$ cat src/rtl/skt_pkg.sv
// Shared constants, codes and item types for the sorted key table.
package skt_pkg;

  localparam int unsigned Capacity = 256;
  localparam int unsigned KeyWidth = 32;
  localparam int unsigned IdxW     = $clog2(Capacity);
  localparam int unsigned CntW     = IdxW + 1;

  localparam logic [1:0] OP_APPEND    = 2'd0;
  localparam logic [1:0] OP_INSERT_AT = 2'd1;
  localparam logic [1:0] OP_INSERT_SR = 2'd2;
  localparam logic [1:0] OP_FIND      = 2'd3;

  localparam logic [1:0] ST_OK   = 2'd0;
  localparam logic [1:0] ST_FULL = 2'd1;
  localparam logic [1:0] ST_POS  = 2'd2;
  localparam logic [1:0] ST_MISS = 2'd3;

  typedef struct packed {
    logic [1:0]  opcode;
    logic [31:0] key;
    logic [7:0]  position;
  } in_item_t;

  typedef struct packed {
    logic [1:0] status;
    logic [7:0] where;
    logic [8:0] count;
  } out_item_t;

  // Broadcast from the controller to every cell.
  typedef struct packed {
    logic                place;
    logic                cmp;
    logic [IdxW-1:0]     at;
    logic [KeyWidth-1:0] key;
  } cell_ctrl_t;

endpackage

$ cat src/rtl/skt_cell.sv
// One table cell: holds a key, shifts up from its lower neighbour and compares.
module skt_cell (
  input  logic                         clk_i,
  input  logic [skt_pkg::IdxW-1:0]     idx_i,
  input  skt_pkg::cell_ctrl_t          ctrl_i,
  input  logic [skt_pkg::KeyWidth-1:0] left_key_i,
  output logic [skt_pkg::KeyWidth-1:0] key_o,
  output logic                         lt_o,
  output logic                         gt_o
);

  logic [skt_pkg::KeyWidth-1:0] key_q, key_d;
  logic                         lt_q, lt_d;
  logic                         gt_q, gt_d;

  always_comb begin
    key_d = key_q;
    lt_d  = lt_q;
    gt_d  = gt_q;
    if (ctrl_i.place) begin
      if (idx_i > ctrl_i.at) begin
        key_d = left_key_i;
      end else if (idx_i == ctrl_i.at) begin
        key_d = ctrl_i.key;
      end
    end
    if (ctrl_i.cmp) begin
      lt_d = key_q < ctrl_i.key;
      gt_d = key_q > ctrl_i.key;
    end
  end

  always_ff @(posedge clk_i) begin
    key_q <= key_d;
    lt_q  <= lt_d;
    gt_q  <= gt_d;
  end

  assign key_o = key_q;
  assign lt_o  = lt_q;
  assign gt_o  = gt_q;

endmodule

$ cat config.mk
export PLATFORM = sky130hd
export DESIGN_NAME = skt_cell
export DESIGN_NICKNAME = d
export VERILOG_FILES = /design/src/rtl/skt_pkg.sv /design/src/rtl/skt_cell.sv
export SDC_FILE = /design/constraint.sdc
export NUM_CORES = 1
export LEC_CHECK = 0
export BUFFER_PORTS_ARGS = -buffer_cell sky130_fd_sc_hd__buf_2
export CAP_MARGIN = 10
export CORE_UTILIZATION = 47
export CTS_CLUSTER_SIZE = 12
export DETAILED_ROUTE_END_ITERATION = 10
export PLACE_DENSITY = 0.89
export SYNTH_ARGS = -nofsm -noshare
export SYNTH_HDL_FRONTEND = slang
export SYNTH_SLANG_ARGS = --single-unit
$ cat constraint.sdc
create_clock -name clk_i -period 5 [get_ports clk_i]
set_input_delay 1 -clock clk_i [delete_from_list [all_inputs] [get_ports clk_i]]
set_output_delay 1 -clock clk_i [all_outputs]
set_load 0.02 [all_outputs]
After elaboration in Yosys (flattened, before gate mapping) --
Index checks and enable logic that the tools add are counted.
Storage, ports and cells: bits of input ports 83, register bits 34, output and inout bits 34
Operators by class: magnitude comparators 3, equal/unequal tests 1, reduce and logical (&&, ||, !) cells 2, muxes and demuxes 2
Operator list (number):
- 2-to-1 mux 32 bit | 2
- > comparator 32 bit | 1
- < comparator 32 bit | 1
- equality test 8 bit | 1
- > comparator 8 bit | 1
- AND reduction 2 bit | 1
- nonzero test 2 bit | 1

Longest topological paths before layout --
Gate-level depths: netlist of run 1.
depth after elaboration 3, gate-level depth with buffers 8

Worst setup path before layout of run 1 --
Ideal clock, no wire load.
path kind input to register, start point in ctrl_i[33] (netlist name), end point reg key_q, in the netlist key_o[0] (enable), stages on the path 7, setup time 0.471 ns, path slack 0.394 ns, arrival 4.136 ns, cell sequence inv_1 > ha_1 > nor2b_1 > o211ai_1 > a21oi_1 > nor2_1 > a21boi_0
On the way: longest elaborated chain between the ends 3, elaborated cells on any way between the ends 4, those cells by class order compare (1); eq/ne (1); reduce/logical (2)
RTL lines:
- start: declaration | line skt_cell.sv:5 | input skt_pkg::cell_ctrl_t ctrl_i,
- > comparator 8 bit / equality test 8 bit (equally long branches) | line skt_cell.sv:21, skt_cell.sv:23
- nonzero test 2 bit (no source line) *
- AND reduction 2 bit (no source line) *
- end signal: assignment | line skt_cell.sv:34 | key_q <= key_d;
- end: declaration | line skt_cell.sv:12 | logic [skt_pkg::KeyWidth-1:0] key_q, key_d;
Every way passes the cells marked *; elsewhere a longest branch is shown, timed or not. A chain may end at the register's enable or synchronous reset.

Worst setup path in the final report of run 1 --
start point in idx_i[1] (netlist name), end point reg key_q, in the netlist key_o[11], data pin
On the way: longest elaborated chain between the ends 2
RTL lines:
- start: declaration | line skt_cell.sv:4 | input logic [skt_pkg::IdxW-1:0] idx_i,
- > comparator 8 bit | line skt_cell.sv:21 | if (idx_i > ctrl_i.at) begin
- 2-to-1 mux 32 bit | line skt_cell.sv:21
Every way passes these cells.

==> run_results.csv, run 1 <==
group,metric,value,unit
run_status,outcome,"complete, no violations",
sta,clock.fmax,328,MHz
logic_synthesis,synth_top_family_by_area,"adder cells",
sta,skew,0.00604,ns
sta,tightest_slew,1.11,ns
grt,grt_usage,20.6,%
critical_path,arrival,3.08,ns
clock_network,cts_root_buffer,"clkbuf_8",
power_and_ir_drop,p_seq_share,44.1,%
sta,rsz0062_at_grt,"no",
finish,nFillCells,404,
floorplanning,die_y,74.2,um
placed_design,gp_congestion,0.774,
critical_path,cp-end-kind,"flop",
logic_synthesis,yosysTopAreaCellShare,41.7,%
logic_synthesis,syn_area_per_cell,11.4,sq um
finish,multi_input_area,1270,sq um
finish,layout.nets,457,
sta,fin_crit,3.05,ns
floorplanning,die_w,74.2,um
clock_network,clockBufferDepth,2,
flow_run,drv_cap,0,
logic_synthesis,ys_seq_elements,34,
placed_design,place_area,3120,sq um
placed_design,dpl.hpwl,4370,um
clock_network,clkSinkCount,34,
floorplanning,fp-row-count,25,
critical_path,r2r_setup_slack,2.76,ns
logic_synthesis,synth_compound_area_share,9.40,%
floorplanning,io-pin-count,117,
logic_synthesis,muxShareOfSynthArea,14.7,%
grt,grt_pass1_vias,2035,
power_and_ir_drop,worst_ir_drop_vdd,0.178,mV
power_and_ir_drop,p_comb_share,33.0,%
drt,ant_nets,0,
clock_network,cts_buffers,5,
sta,setup_tns,0,ns
power_and_ir_drop,p_leak,1.60,nW
drt,drt_first_pass_iters,4,
placed_design,dp.cells,394,
clock_network,clock_latency,0.28,ns
grt,antenna_found_initial,0,
logic_synthesis,synthTopCellsByArea,"edfxtp_1, ha_1, mux2_2",
sta,finalHoldViolations,0,
logic_synthesis,synth_area,2450,sq um
logic_synthesis,synthCells,214,
clock_network,cts_resized,0,
drt,via_count,2004,
sta,slew_violations,0,
clock_network,cts_hold_repair.buffers,0,
power_and_ir_drop,p_switching,0.000270,W
worst_hold_path,hold_path.class,"reg -> reg",
logic_synthesis,synth-edff-count,34,
clock_network,clkTransAtPathRegs,0.08,ns
drt,vias_per_cell,4.99,
drt,drt_iter0_markers,62,
logic_synthesis,ys_types,30,
floorplanning,start_util,50.2,%
sta,setup_viol,0,
critical_path,cp_max_fo,32,
finish,antenna_cells,0,
floorplanning,core,4880,sq um
logic_synthesis,async_flop_share,0,%
logic_synthesis,synth_nets,337,
drt,avgRoutedWirePerCell,13.3,um
power_and_ir_drop,swShare,31.8,%
logic_synthesis,yosys_warnings,0,
placed_design,io_buffers,116,
critical_path,criticalPathCategory,"in -> reg",
grt,grt_max_degree,33,
power_and_ir_drop,clkPwrFrac,22.9,%
logic_synthesis,synth_fa_ha_area_share,20.4,%
power_and_ir_drop,p_per_area,266,nW/um^2
logic_synthesis,synth-xor-area-share,0,%
clock_network,cts_htree_levels,2,
drt,drc_errors,0,
power_and_ir_drop,internal_power,0.000580,W
finish,drive_gt1_share,47.8,%
finish,area_delta_synth_final,30.6,%
critical_path,required,5.03,ns
finish,final_cell_count_no_fill,402,
sta,slew_headroom,25.9,%
logic_synthesis,synth_largest_area_cell,"edfxtp_1",
finish,finalInstanceArea,3200,sq um
sta,worst_hold_slack,0.889,ns
logic_synthesis,synth_flop_cell,"edfxtp_1",
grt,overflow,0,
finish,regArea,1020,sq um
floorplanning,dieArea,5500,sq um
clock_network,cts_setup_buffers,0,
clock_network,tritoncts,"built",
logic_synthesis,synthSimpleGateAreaFrac,6.69,%
critical_path,crit_path_start_kind,"input port",
logic_synthesis,ys_seq_area_share,41.7,%
sta,finalCritPeriodShare,61.0,%
drt,finalWirelength,5360,um
grt,grt_pass1_wl,8510,um
==> cell families (layout without fill, tap and decap cells) <==
family,Yosys count,count (layout)
AO/OA/AOI/OAI,34,34
adder cells (fa/ha/maj),40,40
AND/OR/NAND/NOR,29,29
flip-flops,34,34
buffers and inverters,45,166
multiplexers,32,32
==> critical path, cell delays in order <==
cell	delay [ns]
buf_2	0.10
ha_1	0.30
nor2b_1	0.13
o211ai_1	0.14
a21oi_1	0.14
o21ai_4	0.82
mux2_2	0.42
==> placed cells by master (no fill, tap or decap), drive strengths merged, types with 2 or more instances in the layout <==
cell type / Yosys / routed
o21ai: 4 / 4
buf: 3 / 116
mux2: 32 / 32
and4: 2 / 2
a21boi: 2 / 2
nand3: 3 / 3
clkinv: 0 / 3
nand4: 8 / 8
edfxtp: 34 / 34
nor2: 3 / 3
a21oi: 16 / 16
clkbuf: 0 / 5
ha: 40 / 40
nor2b: 2 / 2
inv: 42 / 42
a221o: 2 / 2
nand2: 7 / 7
o211ai: 2 / 2
a21o: 2 / 2
==> metal layers <==
metal | vias up | track usage, % | share of wire, %
li1 | 1025 | - | -
met1 | 893 | 24.1 | 43
met2 | 81 | 36.0 | 48
met3 | 5 | 6.37 | 7.8
met4 | 0 | 6.84 | 1.0
met5 | - | 0 | 0
==> flip-flops by register name, indices dropped and copies added (netlist names) <==
name / flops
key_o: 32
gt_o: 1
lt_o: 1
==> worst paths after layout <==
kind / startpoint / endpoint / cells past startpoint
min: key_o[31]$_DFFE_PP_ / lt_o$_DFFE_PP_ / 4
max reg2reg: key_o[14]$_DFFE_PP_ / gt_o$_DFFE_PP_ / 6
max: idx_i[1] / key_o[11]$_DFFE_PP_ / 7
min reg2reg: key_o[31]$_DFFE_PP_ / lt_o$_DFFE_PP_ / 4
==> power groups by stage <==
stage                     logic [W]  clock network [W]  registers (W)
after floorplan            0.000139                  0       0.000423
after global placement     0.000269                  0       0.000380
after detailed placement   0.000282                  0       0.000382
after CTS                  0.000283           0.000199       0.000376
after global routing       0.000311           0.000208       0.000380
final                      0.000281           0.000195       0.000375
==> cell usage after synthesis (2+ instances only) <==
cell,count
a21oi_1,15
nor2_1,3
edfxtp_1,34
inv_1,42
a21boi_0,2
nand3_1,3
nand4_1,8
mux2_2,32
a221o_1,2
o21ai_0,2
and4_1,2
nand2_1,7
ha_1,40
o211ai_1,2
buf_2,3
a21o_1,2
nor2b_1,2
==> final cells by class <==
cell class,count,area share (%)
Clock buffer,5,2.15
Clock inverter,3,0.352
Inverter,42,4.93
Multi-Input combinational cell,135,39.8
Sequential cell,34,31.9
Tap cell,67,2.62
Timing Repair Buffer,116,18.2
==> through the flow <==
step / util, % / total power, W / setup WS (ns)
after floorplan: - / 0.000563 / 0.394
final: 65.5 / 0.000850 / 1.95
after CTS: 65.5 / 0.000857 / 1.95
after global placement: 63.9 / 0.000649 / 1.70
after global routing: 65.5 / 0.000899 / 1.80
after detailed placement: 63.9 / 0.000664 / 1.62
Power figures use the tool's default switching activity.
==> run 2, diff against run 1 <==
--- a/config.mk
+++ b/config.mk
@@ -5,9 +5,10 @@
 export SDC_FILE = /design/constraint.sdc
 export NUM_CORES = 1
 export LEC_CHECK = 0
+export ABC_AREA = 1
 export BUFFER_PORTS_ARGS = -buffer_cell sky130_fd_sc_hd__buf_2
 export CAP_MARGIN = 10
-export CORE_UTILIZATION = 47
+export CORE_UTILIZATION = 48
 export CTS_CLUSTER_SIZE = 12
 export DETAILED_ROUTE_END_ITERATION = 10
 export PLACE_DENSITY = 0.89
==> constraint.sdc (replaced) <==
create_clock -name clk_i -period 3.1 [get_ports clk_i]
set_input_delay 0.62 -clock clk_i [delete_from_list [all_inputs] [get_ports clk_i]]
set_output_delay 0.62 -clock clk_i [all_outputs]
set_load 0.02 [all_outputs]
==> run_results.csv, run 2 <==
group,metric,value,unit
sta,finalCritPeriodShare,72.9,%
clock_network,cts_htree_levels,2,
logic_synthesis,ys_seq_area_share,38.9,%
logic_synthesis,ys_types,22,
drt,drc_errors,0,
logic_synthesis,synth_flop_cell,"edfxtp_1",
grt,grt_usage,23.2,%
logic_synthesis,synth-edff-count,34,
clock_network,cts_setup_buffers,0,
clock_network,clockBufferDepth,2,
critical_path,arrival,2.29,ns
finish,final_cell_mix,"buf_2, nand2_1, inv_1",
clock_network,clkSinkCount,34,
placed_design,dpl.hpwl,4970,um
drt,drt_first_pass_iters,4,
logic_synthesis,ys_seq_elements,34,
finish,final_cell_count_no_fill,504,
critical_path,r2r_cells,7,
drt,via_count,2479,
logic_synthesis,synth_area,2620,sq um
sta,rsz0062_at_grt,"no",
drt,avgRoutedWirePerCell,12.2,um
worst_hold_path,hold_path.class,"in -> reg",
worst_hold_path,min_path_cells,1,
clock_network,cts_resized,0,
finish,mostFrequentLayoutCell,"buf_2",
power_and_ir_drop,p_per_area,422,nW/um^2
logic_synthesis,syn_area_per_cell,8.33,sq um
logic_synthesis,synth_nets,438,
floorplanning,start_util,50.7,%
critical_path,cp_max_fo,33,
clock_network,cts_buffers,5,
clock_network,tritoncts,"built",
sta,setup_tns,0,ns
critical_path,required,3.13,ns
sta,clock.fmax,443,MHz
finish,fin_util,64.4,%
placed_design,io_buffers,116,
logic_synthesis,async_flop_share,0,%
logic_synthesis,yosys_warnings,0,
clock_network,cts_root_buffer,"clkbuf_8",
logic_synthesis,synthTopCellsByArea,"edfxtp_1, ha_1, nand2_1",
clock_network,clkTransAtPathRegs,0.07,ns
sta,fin_crit,2.26,ns
grt,antenna_found_initial,0,
drt,vias_per_cell,4.92,
finish,antenna_cells,0,
sta,slew_violations,0,
finish,largest_register_ffs,32,
critical_path,rr_startpoint,"key_o[31]$_DFFE_PP_",
logic_synthesis,yosysTopAreaCellShare,38.9,%
floorplanning,io-pin-count,117,
grt,overflow,0,
floorplanning,die_y,75.9,um
grt,grt_pass1_vias,2610,
logic_synthesis,synth_largest_area_cell,"edfxtp_1",
clock_network,cts_hold_repair.buffers,0,
critical_path,crit_top_cell,"nand2_1",
worst_hold_path,hp-start,"ctrl_i[40]",
floorplanning,core,5170,sq um
critical_path,path_cells,"buf_2 -> ha_1 -> a21oi_1 -> o21ai_0 -> nand2_1 -> nand2_4 -> nand2_4 -> nand2_1 -> nand2_1",
logic_synthesis,synth_common_cells,"nand2_1, inv_1, ha_1, nand3_1, edfxtp_1",
critical_path,cpMaxStageDelayCell,"nand2_4",
finish,drive_gt1_share,32.0,%
floorplanning,fp-row-count,26,
placed_design,dp.cells,496,
drt,finalWirelength,6130,um
critical_path,cp-startpoint,"idx_i[1]",
sta,skew,0.00487,ns
sta,slew_headroom,73.1,%
floorplanning,dieArea,5760,sq um
sta,setup_viol,0,
critical_path,crit_path_start_kind,"input port",
clock_network,clock_latency,0.28,ns
logic_synthesis,yosys.cell_count.top_type,"nand2_1",
grt,grt_pass1_wl,10700,um
critical_path,criticalPathCategory,"in -> reg",
power_and_ir_drop,worst_ir_drop_vdd,0.233,mV
placed_design,gp_congestion,0.796,
sta,finalHoldViolations,0,
critical_path,cp-end-kind,"flop",
drt,drt_iter0_markers,130,
finish,layout.nets,556,
flow_run,drv_cap,0,
drt,ant_nets,0,
grt,grt_max_degree,34,
floorplanning,die_w,75.9,um
run_status,outcome,"complete, no violations",
critical_path,slowest_delay,0.33,ns
logic_synthesis,synthCells,315,
power_and_ir_drop,power.total,0.00141,W
power_and_ir_drop,p_leak,1.86,nW
sta,tightest_slew,0.403,ns
finish,area_delta_synth_final,27.1,%
run 2: changes by cell type in the layout (fill, tap and decap cells not counted), moves of 3 or more:
cell and change:
nand2_2 +10, nand3_1 +33, nand2_1 +85, inv_1 +8, a21oi_1 +3, nor2_1 +6, nand4_1 -6, mux2_2 -32
buf_4 +4
run 2: path summary, 6_finish.rpt:
check                   endpoint  slack [ns]
max          key_o[28]$_DFFE_PP_        0.84
min               gt_o$_DFFE_PP_        0.57
max reg2reg       gt_o$_DFFE_PP_        1.39
min reg2reg       gt_o$_DFFE_PP_        0.98
run 2: cells by family after synthesis:
| family | count (synthesis) | synth area share [%] |
|---|---|---|
| compound gates | 25 | 5.63 |
| fa+ha+maj | 40 | 19.1 |
| simple gates | 156 | 26.5 |
| flops | 34 | 38.9 |
| buf+inv | 60 | 9.88 |
run 2: report_power, final:
group          switching, W  internal (W)  total, W
registers         0.0000291      0.000583  0.000612
logic              0.000295      0.000188  0.000483
clock network      0.000161      0.000150  0.000311
total              0.000485      0.000921   0.00141
run 2: per-stage QoR:
stage	cell area (sq um)	hold slack [ns]	worst slack (ns)
floorplan	2620	0.732	0.598
global placement	3250	0.853	0.642
detailed placement	3250	0.859	0.542
CTS	3330	0.560	0.841
global route	3330	0.561	0.674
finish	3330	0.567	0.841
run 2: area by class of cell:
cell class                 instances  area [sq um]
clock buffer                       5          68.8
clock inverter                     3          11.3
fill                             464          1840
inverter                          51           191
multi-input combinational        221          1340
sequential                        34          1020
tap                               70          87.6
timing repair buffer             120           611
run 2: layer usage:
layer	share of wire, %	track usage, %	routed length (um)
met1	39	24.6	2410
met2	53	44.1	3240
met3	6.2	4.34	377
met4	1.8	10.4	108
met5	0	0	0
run 2: worst max-delay path, delay by kind of cell:
family / cells / cell delay, ns
simple gates: 5 / 1.01
compound gates: 2 / 0.24
fa+ha+maj: 1 / 0.31
buf+inv: 1 / 0.10
