**config.mk**
```make
export PLATFORM = sky130hd
export DESIGN_NAME = skt_ctrl
export DESIGN_NICKNAME = d
export VERILOG_FILES = /design/src/rtl/skt_pkg.sv /design/src/rtl/skt_ctrl.sv
export SDC_FILE = /design/constraint.sdc
export NUM_CORES = 1
export LEC_CHECK = 0
export ABC_CLOCK_PERIOD_IN_PS = 7250
export BUFFER_PORTS_ARGS = -buffer_cell sky130_fd_sc_hd__buf_2
export CAP_MARGIN = 20
export CORE_AREA = 2 2 245 247
export CTS_CLUSTER_DIAMETER = 120
export DETAILED_ROUTE_END_ITERATION = 6
export DIE_AREA = 0 0 247 249
export MAX_ROUTING_LAYER = met4
export PLACE_DENSITY_LB_ADDON = 0.05
export SKIP_LAST_GASP = 1
export SLEW_MARGIN = 20
export SYNTH_ARGS = -nofsm -noshare
export SYNTH_HDL_FRONTEND = slang
export SYNTH_SLANG_ARGS = --single-unit
```
**constraint.sdc**
```tcl
create_clock -name clk_i -period 7.25 [get_ports clk_i]
set_input_delay 1.0875 -clock clk_i [delete_from_list [all_inputs] [get_ports clk_i]]
set_output_delay 1.0875 -clock clk_i [all_outputs]
set_load 0.05 [all_outputs]
```
**src/rtl/skt_pkg.sv**
```systemverilog
// Shared constants, codes and item types for the sorted key table.
package skt_pkg;

  localparam int unsigned Capacity = 256;
  localparam int unsigned KeyWidth = 32;
  localparam int unsigned IdxW     = $clog2(Capacity);
  localparam int unsigned CntW     = IdxW + 1;

  localparam logic [1:0] OP_APPEND    = 2'd0;
  localparam logic [1:0] OP_INSERT_AT = 2'd1;
  localparam logic [1:0] OP_INSERT_SR = 2'd2;
  localparam logic [1:0] OP_FIND      = 2'd3;

  localparam logic [1:0] ST_OK   = 2'd0;
  localparam logic [1:0] ST_FULL = 2'd1;
  localparam logic [1:0] ST_POS  = 2'd2;
  localparam logic [1:0] ST_MISS = 2'd3;

  typedef struct packed {
    logic [1:0]  opcode;
    logic [31:0] key;
    logic [7:0]  position;
  } in_item_t;

  typedef struct packed {
    logic [1:0] status;
    logic [7:0] where;
    logic [8:0] count;
  } out_item_t;

  // Broadcast from the controller to every cell.
  typedef struct packed {
    logic                place;
    logic                cmp;
    logic [IdxW-1:0]     at;
    logic [KeyWidth-1:0] key;
  } cell_ctrl_t;

endpackage

```
**src/rtl/skt_ctrl.sv**
```systemverilog
// Sequencer: takes items, runs the binary search over the cell flags and drives placement.
module skt_ctrl (
  input  logic                         clk_i,
  input  logic                         rst_ni,
  input  logic                         in_valid_i,
  output logic                         in_ready_o,
  input  skt_pkg::in_item_t            in_item_i,
  output logic                         out_valid_o,
  input  logic                         out_ready_i,
  output skt_pkg::out_item_t           out_item_o,
  output skt_pkg::cell_ctrl_t          cell_ctrl_o,
  input  logic [skt_pkg::Capacity-1:0] lt_i,
  input  logic [skt_pkg::Capacity-1:0] gt_i
);

  typedef enum logic [2:0] {
    S_IDLE,
    S_CMP,
    S_SEARCH,
    S_PLACE,
    S_RESP
  } state_e;

  state_e                       state_q, state_d;
  logic [1:0]                   op_q, op_d;
  logic [skt_pkg::KeyWidth-1:0] key_q, key_d;
  logic [skt_pkg::CntW-1:0]     count_q, count_d;
  logic [skt_pkg::IdxW-1:0]     low_q, low_d;
  logic [skt_pkg::IdxW-1:0]     high_q, high_d;
  logic [1:0]                   status_q, status_d;
  logic [skt_pkg::IdxW-1:0]     where_q, where_d;
  logic                         out_valid_q, out_valid_d;
  skt_pkg::out_item_t           out_q, out_d;

  logic [skt_pkg::CntW-1:0]     mid_sum;
  logic [skt_pkg::IdxW-1:0]     mid;
  logic                         fin;
  logic                         fin_hit;
  logic [skt_pkg::IdxW-1:0]     fin_idx;
  logic [skt_pkg::CntW-1:0]     fin_next;

  assign mid_sum  = {1'b0, low_q} + {1'b0, high_q};
  assign mid      = mid_sum[skt_pkg::CntW-1:1];
  assign fin_next = {1'b0, fin_idx} + skt_pkg::CntW'(1);

  always_comb begin
    state_d     = state_q;
    op_d        = op_q;
    key_d       = key_q;
    count_d     = count_q;
    low_d       = low_q;
    high_d      = high_q;
    status_d    = status_q;
    where_d     = where_q;
    out_valid_d = out_valid_q;
    out_d       = out_q;
    fin         = 1'b0;
    fin_hit     = 1'b0;
    fin_idx     = low_q;

    cell_ctrl_o.place = 1'b0;
    cell_ctrl_o.cmp   = 1'b0;
    cell_ctrl_o.at    = where_q;
    cell_ctrl_o.key   = key_q;

    if (out_valid_q && out_ready_i) begin
      out_valid_d = 1'b0;
    end

    case (state_q)
      S_IDLE: begin
        if (in_valid_i) begin
          op_d     = in_item_i.opcode;
          key_d    = in_item_i.key[skt_pkg::KeyWidth-1:0];
          status_d = skt_pkg::ST_OK;
          where_d  = '0;
          if (in_item_i.opcode == skt_pkg::OP_FIND) begin
            if (count_q == '0) begin
              status_d = skt_pkg::ST_MISS;
              state_d  = S_RESP;
            end else begin
              state_d = S_CMP;
            end
          end else if (count_q == skt_pkg::CntW'(skt_pkg::Capacity)) begin
            status_d = skt_pkg::ST_FULL;
            state_d  = S_RESP;
          end else if (in_item_i.opcode == skt_pkg::OP_APPEND) begin
            where_d = count_q[skt_pkg::IdxW-1:0];
            state_d = S_PLACE;
          end else if (in_item_i.opcode == skt_pkg::OP_INSERT_AT) begin
            if ({1'b0, in_item_i.position} > count_q) begin
              status_d = skt_pkg::ST_POS;
              state_d  = S_RESP;
            end else begin
              where_d = in_item_i.position;
              state_d = S_PLACE;
            end
          end else if (count_q == '0) begin
            state_d = S_PLACE;
          end else begin
            state_d = S_CMP;
          end
        end
      end

      S_CMP: begin
        cell_ctrl_o.cmp = 1'b1;
        low_d   = '0;
        high_d  = skt_pkg::IdxW'(count_q - skt_pkg::CntW'(1));
        state_d = S_SEARCH;
      end

      S_SEARCH: begin
        if (high_q > low_q) begin
          if (gt_i[mid]) begin
            high_d = mid;
          end else if (lt_i[mid]) begin
            low_d = mid + skt_pkg::IdxW'(1);
          end else begin
            fin     = 1'b1;
            fin_hit = 1'b1;
            fin_idx = mid;
          end
        end else begin
          fin     = 1'b1;
          fin_hit = !lt_i[low_q] && !gt_i[low_q];
          fin_idx = low_q;
        end
        if (fin) begin
          if (op_q == skt_pkg::OP_FIND) begin
            status_d = fin_hit ? skt_pkg::ST_OK : skt_pkg::ST_MISS;
            where_d  = fin_hit ? fin_idx : '0;
            state_d  = S_RESP;
          end else begin
            // A miss whose final entry is below the key places just after it.
            if (!fin_hit && lt_i[fin_idx]) begin
              where_d = fin_next[skt_pkg::IdxW-1:0];
            end else begin
              where_d = fin_idx;
            end
            state_d = S_PLACE;
          end
        end
      end

      S_PLACE: begin
        cell_ctrl_o.place = 1'b1;
        count_d = count_q + skt_pkg::CntW'(1);
        state_d = S_RESP;
      end

      S_RESP: begin
        if (!out_valid_q || out_ready_i) begin
          out_d.status = status_q;
          out_d.where  = where_q;
          out_d.count  = count_q;
          out_valid_d  = 1'b1;
          state_d      = S_IDLE;
        end
      end

      default: begin
        state_d = S_IDLE;
      end
    endcase
  end

  always_ff @(posedge clk_i or negedge rst_ni) begin
    if (!rst_ni) begin
      state_q     <= S_IDLE;
      count_q     <= '0;
      out_valid_q <= 1'b0;
    end else begin
      state_q     <= state_d;
      count_q     <= count_d;
      out_valid_q <= out_valid_d;
    end
  end

  always_ff @(posedge clk_i) begin
    op_q     <= op_d;
    key_q    <= key_d;
    low_q    <= low_d;
    high_q   <= high_d;
    status_q <= status_d;
    where_q  <= where_d;
    out_q    <= out_d;
  end

  assign in_ready_o  = (state_q == S_IDLE);
  assign out_valid_o = out_valid_q;
  assign out_item_o  = out_q;

endmodule
```
=== Yosys cells after proc, flatten, opt, wreduce, memory -nomap -nowiden ===
Cells that the tools add are included.

* Flip-flop bits (word level): 92
* Latch bits: 0
* Memory bits (writable): 0
* Bits in read-only memories: 0
* Memories kept: 0

* $add $sub $neg: 5
* Multipliers: 0
* Div/mod/pow operators: 0
* $lt $le $gt $ge: 5
* Equality and inequality tests: 16
* Shift-type cells: 0
* Mux-type cells: 67
* Bitwise operators: 0
* Reductions and logical operators: 20

{| class="wikitable"
|+ Operators by type and width
! cell !! number
|-
| two-way mux 8 bit || 20
|-
| case mux 8 bit (2 select lines) || 3
|-
| binary-select mux 1 bit (select 8 bit) || 5
|-
| two-way mux 3 bit || 10
|-
| < comparator 8 x 9 -> 1 bit (second input constant) || 3
|-
| two-way mux 2 bit || 11
|-
| adder 8 x 1 -> 8 bit (second input constant) || 2
|-
| two-way mux 1 bit || 16
|-
| != test 2 bit (second input constant) || 8
|-
| case mux 3 bit (5 select lines) || 1
|-
| adder 8 x 8 -> 9 bit || 1
|-
| adder 9 x 1 -> 9 bit (second input constant) || 1
|-
| equality test 9 bit (second input constant) || 1
|-
| > comparator 8 x 9 -> 1 bit || 1
|-
| logical NOT 9 bit || 1
|-
| AND reduction 3 bit || 3
|-
| > comparator 8 bit || 1
|-
| AND reduction 4 bit || 2
|-
| subtractor 8 x 1 -> 8 bit (second input constant) || 1
|-
| equality test 3 x 2 -> 1 bit (second input constant) || 2
|-
| equality test 2 bit (second input constant) || 2
|-
| logical NOT 1 bit || 4
|-
| case mux 2 bit (2 select lines) || 1
|-
| AND reduction 2 bit || 2
|-
| other kinds (8) || 11
|}

=== Longest topological paths before layout ===
* Depth after elaboration: 14
* Gate-level depth with buffers: 30

=== Least setup slack after synthesis ===
Ideal clock, no wire load.

* Path kind: register to register
* Start: reg low_q[1] (netlist name)
* End: reg where_q[1] (netlist name) (data pin)
* Library setup time: 0.278 ns
* Data arrival time: 6.092 ns
* Setup slack: 0.880 ns
* Cell stages (with the launch flop): 26
* Path buffers: 6
* Cell sequence: edfxtp_1 -> inv_2 -> buf_1 -> ha_1 -> nand2b_1 -> a21o_1 -> buf_6 -> xnor2_4 -> buf_6 -> buf_6 -> mux4_2 -> mux2_2 -> a31oi_1 -> a41oi_1 -> a31oi_4 -> o2111ai_4 -> a21boi_4 -> buf_6 -> buf_4 -> mux4_2 -> a32o_1 -> nor4_1 -> nor4_2 -> a22oi_2 -> or2_4 -> o221ai_2

* Word-level cells in the longest chain between the ends: 14
* Elaborated cells between the ends (all ways): 32

{| class="wikitable"
|+ Ends and longest elaborated chain
! what !! line !! RTL
|-
| start: declaration || skt_ctrl.sv:28 || <nowiki>logic [skt_pkg::IdxW-1:0] low_q, low_d;</nowiki>
|-
| start signal: assignment || skt_ctrl.sv:183 || <nowiki>low_q <= low_d;</nowiki>
|-
| adder 8 x 8 -> 9 bit || skt_ctrl.sv:42 || <nowiki>assign mid_sum = {1'b0, low_q} + {1'b0, high_q};</nowiki>
|-
| binary-select mux 1 bit (select 8 bit) || skt_ctrl.sv:117 || <nowiki>end else if (lt_i[mid]) begin</nowiki>
|-
| two-way mux 1 bit (not written as such) || skt_ctrl.sv:117 ||
|-
| two-way mux 8 bit || skt_ctrl.sv:117 ||
|-
| two-way mux 8 bit || skt_ctrl.sv:115 || <nowiki>if (gt_i[mid]) begin</nowiki>
|-
| two-way mux 8 bit || skt_ctrl.sv:114 || <nowiki>if (high_q > low_q) begin</nowiki>
|-
| two-way mux 8 bit || skt_ctrl.sv:70 || <nowiki>case (state_q)</nowiki>
|-
| binary-select mux 1 bit (select 8 bit) || skt_ctrl.sv:136 || <nowiki>if (!fin_hit && lt_i[fin_idx]) begin</nowiki>
|-
| two-way mux 1 bit (not written as such) || skt_ctrl.sv:136 ||
|-
| logical AND 1 bit || skt_ctrl.sv:136 ||
|-
| two-way mux 8 bit || skt_ctrl.sv:136 ||
|-
| two-way mux 8 bit * || skt_ctrl.sv:130 || <nowiki>if (op_q == skt_pkg::OP_FIND) begin</nowiki>
|-
| two-way mux 8 bit * || skt_ctrl.sv:129 || <nowiki>if (fin) begin</nowiki>
|-
| case mux 8 bit (2 select lines) * || skt_ctrl.sv:70 ||
|-
| net where_d, one bit || skt_ctrl.sv:31 || <nowiki>logic [skt_pkg::IdxW-1:0] where_q, where_d;</nowiki>
|-
| end signal: assignment || skt_ctrl.sv:186 || <nowiki>where_q <= where_d;</nowiki>
|-
| end: declaration || skt_ctrl.sv:31 ||
|}

The timed path passes the listed nets; every way through them passes the cells marked *. The select of a mux whose other input is x is not followed.
A chain may end at the register's enable or synchronous reset.

=== Final worst setup path ===
* Start: reg low_q[0] (netlist name)
* End: reg where_q[4] (netlist name) (data pin)

Same word-level chain as after synthesis.

==> metrics <==
synthesized area per cell ~8.6 µm²; die width 247 µm; worst slew pin tran about 1.1 ns; Synth cell types just under 100; Worst Hold Endpoint out_item_o[18]; Max Cap Viol 0; commonest non-fill, non-tap cells in the layout buf_2 (620), a21oi_1 (212), nand2_1 (186); Residual DRC 0; Avg Vias per Cell slightly below 6; CTS max path bufs 2; crit path time final 7.02 ns; drt initial violations 1769; CTS tree done; worst-case reg-to-reg path depth 21; final non-filler cell area between 20000 and 25000 µm²; crit path max fanout 19; Initial Util 0.262; DIE HEIGHT ~250 µm; Setup Skew ~0.011 ns; yosys warns 0; Top FF cell, synth edfxtp_1; H-tree depth 3; Worst EP arrival 7.12 ns; register bit total from synthesis around 90; Final Setup Violations 0; Post-DP HPWL just over 80000 µm; Rows 89; Boundary Pins ~620; area grow syn2layout 31.8%; die area 61500 µm²; Root Driver clkbuf_16; most common cell after layout, fill and taps aside buf_2; reg2reg end where_q[4]; Crit Path Category reg -> reg; RSZ-0062 raised after global routing no; Worst setup SP type flop; Hold Crit Depth 0; Cell Area, Synth roughly 15000 µm²; PortBufs between 600 and 700; post-synthesis net count 2374; HP Start status_q[1]; EDFF count, synth 79; Total Routed Length roughly 98000 µm; Seq/Total Area, Yosys 0.176; final hold viol count 0; fillcell total roughly 6300; placed cell areas ~20000 µm²; CTS clk-pin slew, worst paths 0.07 ns; relative slew slack 0.292; hold_buf cts 0; routed wire length per instance around 31 µm; FMAX 143 MHz; Detailed Routing Iterations Pass 1 5; Post-synth ARST share 0.141; multi-input logic area approximately 12000 µm²; CTS Buf Count 9; reg-to-reg slack, setup between 0.2 and 0.25 ns; Register Area 2700 µm²; CP required around 7.4 ns; antenna violations before repair 12; status finished clean; number of global-route vias before repair approximately 19000; # clock sinks about 90; core area ~60000 µm²; worst skew pair latency between 0.3 and 0.4 ns; reg-to-reg critical path startpoint low_q[0]; grt ovf 0; DR vias ~19000; largest net degree at the start of global routing slightly above 90; overall routing resource usage 0.320; Final Slew Violations 0; routability congestion estimate from global placement roughly 0.95; Routed Antenna Nets 0; hold crit path type reg -> reg; first-pass GRT wire length roughly 140000 µm; Mapped Cells 1787; Worst setup EP type flop; nets 2973; share of cells above drive strength 1 0.404; final worst path period share 0.968
-- cell families (layout without fill, tap and decap cells) --
logic type / after synthesis / after routing / share of synthesized area
AOI/OAI and AO/OA: 490 / 490 / 0.220
adders and majority gates: 29 / 29 / 0.0241
xor gates and xnor gates: 27 / 27 / 0.0171
other: 0 / 6 / 0
and+or+nand+nor: 673 / 673 / 0.200
DFF: 92 / 92 / 0.176
buffers and inverters: 190 / 794 / 0.0601
muxes: 286 / 286 / 0.303
-- routing by layer --
| layer | track usage | routed length (µm) |
|---|---|---|
| met1 | 0.412 | 41100 |
| met2 | 0.540 | 48800 |
| met3 | 0.0372 | 6160 |
| met4 | 0.0654 | 2170 |
| met5 | - | 0 |
-- synthesized netlist by cell type (8+ instances only) --
cell type / n / share of area
buf_6: 13 / 0.0095
mux2i_1: 131 / 0.085
o22ai_1: 23 / 0.0094
ha_1: 28 / 0.023
a22o_1: 20 / 0.011
o211ai_1: 27 / 0.013
nand2b_1: 18 / 0.0073
dfrtp_1: 13 / 0.021
a31oi_1: 21 / 0.0086
nor3_1: 164 / 0.053
nand2_1: 187 / 0.046
xnor2_1: 23 / 0.013
o21a_1: 8 / 0.0039
nand3_1: 49 / 0.016
a41oi_1: 9 / 0.0051
clkbuf_1: 73 / 0.018
nor2_1: 178 / 0.043
mux2_2: 11 / 0.0081
nor4_1: 9 / 0.0037
nand4_1: 9 / 0.0037
and2_1: 10 / 0.0041
a221o_1: 10 / 0.0065
mux4_2: 140 / 0.21
buf_1: 11 / 0.0027
edfxtp_1: 79 / 0.15
buf_4: 21 / 0.010
o21ai_0: 35 / 0.011
a21oi_1: 212 / 0.069
a221oi_1: 13 / 0.0074
or3_1: 10 / 0.0041
nor2b_1: 13 / 0.0053
buf_2: 27 / 0.0088
inv_1: 40 / 0.0098
a22oi_1: 20 / 0.0098
-- registers in the layout (all words and copies together) (netlist names) --
signal and cells:
low_q 8, key_q 32, count_q 9, state_q 3, out_valid_o 1, op_q 2
status_q 2, where_q 8, high_q 8, out_item_o 19
-- area by class of cell --
type	count	area share
Clock inverter	7	0.00315
Tap cell	773	0.0478
Timing Repair Buffer	733	0.205
Sequential cell	92	0.133
Antenna cell	6	0.000742
Multi-Input combinational cell	1505	0.590
Clock buffer	9	0.0111
Inverter	45	0.00835
-- how the worst max path moves through the flow --
stage	startpoint	to	slack [ns]	cells past startpoint
floorplan	low_q[1]	where_q[1]	0.88	25
global placement	low_q[2]	where_q[4]	-0.19	26
detailed placement	low_q[2]	where_q[4]	-0.27	26
CTS	low_q[1]	where_q[4]	0.02	23
global route	low_q[0]	where_q[4]	0.01	24
finish	low_q[0]	where_q[4]	0.23	21
-- metrics by stage --
| step | std cells | hold slack [ns] | setup TNS [ns] | setup slack, ns | utilization |
|---|---|---|---|---|---|
| 6_report | 3170 | 0.423 | 0 | 0.235 | 0.345 |
| 2_1_floorplan | 1787 | 0.400 | 0 | 0.880 | - |
| 5_1_grt | 3170 | 0.450 | 0 | 0.0108 | 0.345 |
| 3_5_place_dp | 3144 | 0.408 | -1.64 | -0.266 | 0.337 |
| 4_1_cts | 3162 | 0.427 | 0 | 0.0228 | 0.342 |
| 3_3_place_gp | 3144 | 0.412 | -1.11 | -0.192 | 0.337 |
-- critical path: stages, from the launching register on --
cell	delay [ns]
edfxtp_1	0.39
ha_1	0.25
fa_4	0.86
buf_12	0.21
mux4_2	0.51
a22o_1	0.25
nor4_1	0.66
a311oi_2	0.14
a221oi_4	0.29
buf_4	0.20
o2111ai_4	0.21
a21boi_4	0.49
buf_4	0.38
nand3_1	0.15
a32o_1	0.29
nor4_1	0.40
buf_4	0.20
nor4_4	0.04
buf_4	0.15
a22oi_2	0.28
or2_4	0.24
o221ai_2	0.11
-- timing repair --
item,in CTS,in global routing
gates cloned,0,1
setup buffers,2,1
hold endpoints to repair,0,0
gates resized for setup,4,18
endpoints found under the setup margin,7,7
pin swaps,0,4
Power is left out: the tool's default activity adds up to more than one toggle a clock period on the data nets, which glitch-free logic cannot reach.
